==> src/rtl/ground_to_image_projection_assert.svh <==
// ============================================================================
// ground_to_image_projection assertion macros
// Shared clocking and check wrappers for the projection pipeline
// ============================================================================
`ifndef GROUND_TO_IMAGE_PROJECTION_ASSERT_SVH
`define GROUND_TO_IMAGE_PROJECTION_ASSERT_SVH

// clocking event with synchronous active-low reset
`define GTIP_CLOCKING @(posedge aclk) disable iff (!aresetn)

// named concurrent check reporting by error
`define GTIP_CHECK(lbl, prop, msg) \
    lbl: assert property (`GTIP_CLOCKING prop) else $error(msg);

`endif

==> src/rtl/gtip_pkg.sv <==
// ============================================================================
// gtip_pkg
// Types and constants shared by the ground-to-image projection pipeline
// ============================================================================
package gtip_pkg;

    localparam int COORD_FRAC_BITS = 8;
    localparam int PIXEL_BITS      = 24;
    localparam int COEF_N          = 9;
    localparam int DIV_CELLS       = 63;

    // quotient magnitude ceiling, 2^62
    localparam logic [62:0] QUOT_CLAMP = 63'd1 << 62;

    typedef enum logic {
        KIND_LOAD    = 1'b0,
        KIND_PROJECT = 1'b1
    } kind_t;

    typedef enum logic [2:0] {
        CFG_CAMERA_X     = 3'd0,
        CFG_CAMERA_Y     = 3'd1,
        CFG_CAMERA_Z     = 3'd2,
        CFG_FOCAL_LENGTH = 3'd3,
        CFG_PRINCIPAL_X  = 3'd4,
        CFG_PRINCIPAL_Y  = 3'd5,
        CFG_IMAGE_WIDTH  = 3'd6,
        CFG_IMAGE_HEIGHT = 3'd7
    } cfg_index_t;

    typedef struct packed {
        logic               kind;
        logic [3:0]         coef_index;
        logic signed [31:0] coef_value;
        logic signed [39:0] geo_x;
        logic signed [39:0] geo_y;
        logic signed [39:0] geo_z;
    } in_beat_t;

    typedef struct packed {
        logic signed [PIXEL_BITS-1:0] pixel_x;
        logic signed [PIXEL_BITS-1:0] pixel_y;
        logic                         invalid;
    } out_beat_t;

    // sideband that travels with a beat through the divider cells
    typedef struct packed {
        logic       vld;
        logic       inv;
        logic [1:0] neg;
        logic [1:0] big;
    } div_side_t;

endpackage

==> src/rtl/gtip_div_cell.sv <==
// ============================================================================
// gtip_div_cell
// One restoring division step for both quotient lanes
// ============================================================================
module gtip_div_cell
    import gtip_pkg::*;
(
    input  logic                  aclk,
    input  logic                  aresetn,
    input  logic                  en,
    input  div_side_t             side_i,
    input  logic [57:0]           den_i,
    input  logic [1:0][57:0]      rem_i,
    input  logic [1:0][62:0]      num_i,
    input  logic [1:0][62:0]      quo_i,
    output div_side_t             side_o,
    output logic [57:0]           den_o,
    output logic [1:0][57:0]      rem_o,
    output logic [1:0][62:0]      num_o,
    output logic [1:0][62:0]      quo_o
);

    div_side_t        side_reg;
    logic [57:0]      den_reg;
    logic [1:0][57:0] rem_reg, rem_next;
    logic [1:0][62:0] num_reg, num_next;
    logic [1:0][62:0] quo_reg, quo_next;
    logic [1:0][58:0] trial;
    logic [1:0]       ge;

    // trial subtract of the divisor
    always_comb begin
        for (int l = 0; l < 2; l++) begin
            trial[l]    = {rem_i[l], num_i[l][62]};
            ge[l]       = trial[l] >= {1'b0, den_i};
            rem_next[l] = ge[l] ? 58'(trial[l] - {1'b0, den_i}) : trial[l][57:0];
            quo_next[l] = {quo_i[l][61:0], ge[l]};
            num_next[l] = {num_i[l][61:0], 1'b0};
        end
    end

    // beat valid and payload
    always_ff @(posedge aclk) begin
        if (!aresetn) begin
            side_reg.vld <= 1'b0;
        end else if (en) begin
            side_reg.vld <= side_i.vld;
        end
        if (en) begin
            side_reg.inv <= side_i.inv;
            side_reg.neg <= side_i.neg;
            side_reg.big <= side_i.big;
            den_reg      <= den_i;
            rem_reg      <= rem_next;
            num_reg      <= num_next;
            quo_reg      <= quo_next;
        end
    end

    assign side_o = side_reg;
    assign den_o  = den_reg;
    assign rem_o  = rem_reg;
    assign num_o  = num_reg;
    assign quo_o  = quo_reg;

endmodule

==> config.mk <==
export PLATFORM = sky130hd
export DESIGN_NAME = gtip_div_cell
export DESIGN_NICKNAME = d
export VERILOG_FILES = /design/src/rtl/ground_to_image_projection_assert.svh /design/src/rtl/gtip_pkg.sv /design/src/rtl/gtip_div_cell.sv
export SDC_FILE = /design/constraint.sdc
export NUM_CORES = 1
export LEC_CHECK = 0
export BUFFER_PORTS_ARGS = -buffer_cell sky130_fd_sc_hd__clkbuf_2
export CAP_MARGIN = 25
export CORE_AREA = 4 4 338 340
export DETAILED_ROUTE_END_ITERATION = 10
export DIE_AREA = 0 0 342 344
export SLEW_MARGIN = 0
export SYNTH_ARGS = -nofsm -noshare
export SYNTH_HDL_FRONTEND = slang
export SYNTH_SLANG_ARGS = --single-unit
==> constraint.sdc <==
create_clock -name aclk -period 2.99 [get_ports aclk]
set_input_delay 0.1495 -clock aclk [delete_from_list [all_inputs] [get_ports aclk]]
set_output_delay 0.1495 -clock aclk [all_outputs]
set_load 0.05 [all_outputs]
==> impl_results.md <==
* Slew Limit Fails at 0
* # DRC at 0
* Crit path DAT at 3270 ps
* Min Tclk post-route at 2900 ps
* ANT nets after route at 0
* Rows at 123
* DIE WIDTH at 342 um
* DRT iter0 DRCs at 1200
* Clock transition at the registers of the reported paths at 60 ps
* Worst slew margin at 63.4%
* Proportion of layout cells with a drive suffix above 1 at 42.4%
* Synthesis warning total at 0
* Outcome: finished, final reports clean
* Synth Area in Simple Gates at 8.26%
* PD cells at 568 nW/um^2
* Top-area cell type share of the netlist area at 60.6%
* Final wirelength at 105 mm
* Critical Path RT at 3360 ps
* TritonCTS clock tree: done
* Post-Syn Area at 21200 um^2
* Post-route cell area at 37300 um^2
* Hpwl dp at 81.0 mm
* Largest net degree at the start of global routing at 90
* First-pass GRT wire length at 145 mm
* Fmax at 345 MHz
* Number of synthesized flops with an enable pin at 429
* Starting density of the core at 19.0%
* Largest family of logic cells by synthesized area: compound AO/OA/AOI/OAI gates
* DR WL/cell at 20.9 um
* Core area at 112000 um^2
* Die H at 344 um
* Synth unique cells at 76
* Worst Setup End Kind: register
* XOR/XNOR Fraction of Synth Area at 4.25%
* Async SR Flop Fraction at 0%
* CP max FO at 3
* Yosys top cell by area: edfxtp_1
* Crit start category: primary input
* Worst skew pair latency at 630 ps
* Skew final at 0 ps
* DR pass1 iterations at 5
* GRT Resource Usage Total at 16.7%
* Synth Register Bits at 430
* Commonest cells in the netlist: edfxtp_1 (429), a21oi_1 (221), nor2_1 (149)
* Seq/Total Area, Yosys at 60.7%
* RSZ-0062 raised after global routing: true
* Vias per Instance at 4.19
* Adder-cell share of the synthesized area at 7.02%
* Deepest clock path buffer count at 3
* Post-synthesis compound-gate area fraction at 14.6%
* # IOs at 867
* Fin crit share at 96.9%
* Clock sinks at 430
* H-tree levels at 2
* Worst vdd rail ir drop at 0.463 mV
* Final setup viols at 0
* Port bufs at 862
* Area Overhead vs Synth at 75.5%
* WS Path Type: in -> reg
* Max-cap violations at 0
* Number of global-route vias before repair at 22000
* GPL Wtd Cong at 0.899
* Gr ovfl total at 0
* Root Driver: clkbuf_16
* Worst slack, placed at -1150 ps
* Die area at 118000 um^2
* Tightest Hold Check Type: in -> reg
* Avg Cell Area, Syn at 12.3 um^2
* Primary FF master, synth: edfxtp_1
* Synth Instances at 1732
* Count leader, synth: edfxtp_1
* Vias at 21100
* Final #Nets at 4032
* Placed instance area at 30600 um^2
* Multiplexer share of the synthesized area at 1.94%
* Num CTS Buffers at 51
* Area contributors post-synth: edfxtp_1 (61%), ha_1 (6.8%), a21oi_1 (5.2%)
* Leakage at 16.6 nW
* Worst Max-Slew Pin Slew at 543 ps
* Fin. Hold Viols at 0
* Worst setup margin at 93.4 ps
* Number of antenna violations at the first check in global routing at 19
## worst max-delay path, cell delays in order
cell	delay, ps
clkbuf_2	90
inv_1	80
ha_1	310
a21oi_1	240
o21ai_0	250
a2111oi_0	550
a31oi_1	270
a221o_1	360
a31o_2	270
a31o_2	280
mux2i_1	120
o21ai_1	170
o21ai_0	110
## per-layer routing
metal	track usage, %	share of wire (%)	vias up
met2	30.7	52	830
met3	4.81	7.8	149
li1	-	-	10000
met1	18.2	37	10100
met5	0	0.035	-
met4	5.93	3.5	6
## per-stage QoR
stage	cells	TNS, ps	total power [mW]	utilization [%]	hold slack [ps]
floorplan	1733	0	11.4	-	248
global placement	4477	-85420	14.0	27.5	327
detailed placement	4477	-87540	14.0	27.5	328
CTS	5009	0	21.3	33.0	9.86
global route	5031	-13.8	22.1	33.4	45.3
finish	5034	0	21.2	33.4	71.9
## layout make-up
type,instances,area (um^2)
Timing Repair Buffer,1757,12400
Antenna cell,12,30.0
Multi-Input combinational cell,1139,7930
Clock inverter,35,420
Fill cell,11100,74300
Tap cell,1500,1880
Clock buffer,61,1340
Inverter,100,375
Sequential cell,430,12900
## flip-flops by register name, summed over array words and instances (netlist names)
signal	flops
den_o	58
side_o	6
quo_o	126
rem_o	116
num_o	124
## worst paths after layout
kind	cells after the start	startpoint	end	slack (ps)
setup / recovery	13	den_i[34]	rem_o[115]	90
hold / removal	3	den_i[0]	rem_o[0]	70
setup reg to reg	3	side_o[5]	side_o[5]	1810
hold reg to reg	3	side_o[5]	side_o[5]	1090
## power by group
group	switching (mW)	internal, mW	total, mW
clock	2.78	3.83	6.62
sequential	0.217	7.38	7.60
combinational	4.49	2.45	6.94
total	7.49	13.7	21.2
## placed cells by master (no fill, tap or decap), types with 28 or more instances in the layout
cell | Yosys | routed
nand4_1 | 32 | 32
nor2_1 | 149 | 147
xor2_1 | 40 | 40
ha_1 | 116 | 112
a21oi_1 | 221 | 213
nand3_1 | 29 | 28
clkbuf_2 | 0 | 860
a21o_1 | 63 | 63
o21ai_0 | 75 | 69
inv_1 | 99 | 99
edfxtp_1 | 429 | 429
dlygate4sd3_1 | 0 | 432
clkbuf_16 | 0 | 57
mux2_2 | 33 | 33
nand2_1 | 102 | 102
xnor2_1 | 63 | 63
buf_4 | 7 | 442
## timing repair
action / in CTS / in global routing
cloned: 1 / 5
endpoints found under the setup margin: 71 / 101
hold buffers: 432 / 0
resized for setup: 21 / 41
pin swaps: 8 / 15
hold endpoints to repair: 476 / 0
buffers inserted: 3 / 9
## cells by family (layout without fill, tap and decap cells)
group / Yosys count / after routing
compound gates: 495 / 495
flops: 430 / 430
simple gates: 384 / 384
buf+inv: 164 / 1953
fa+ha+maj: 118 / 118
xor+xnor: 103 / 103
mux: 37 / 37
other cells: 1 / 14
Power figures use the tool's default switching activity.
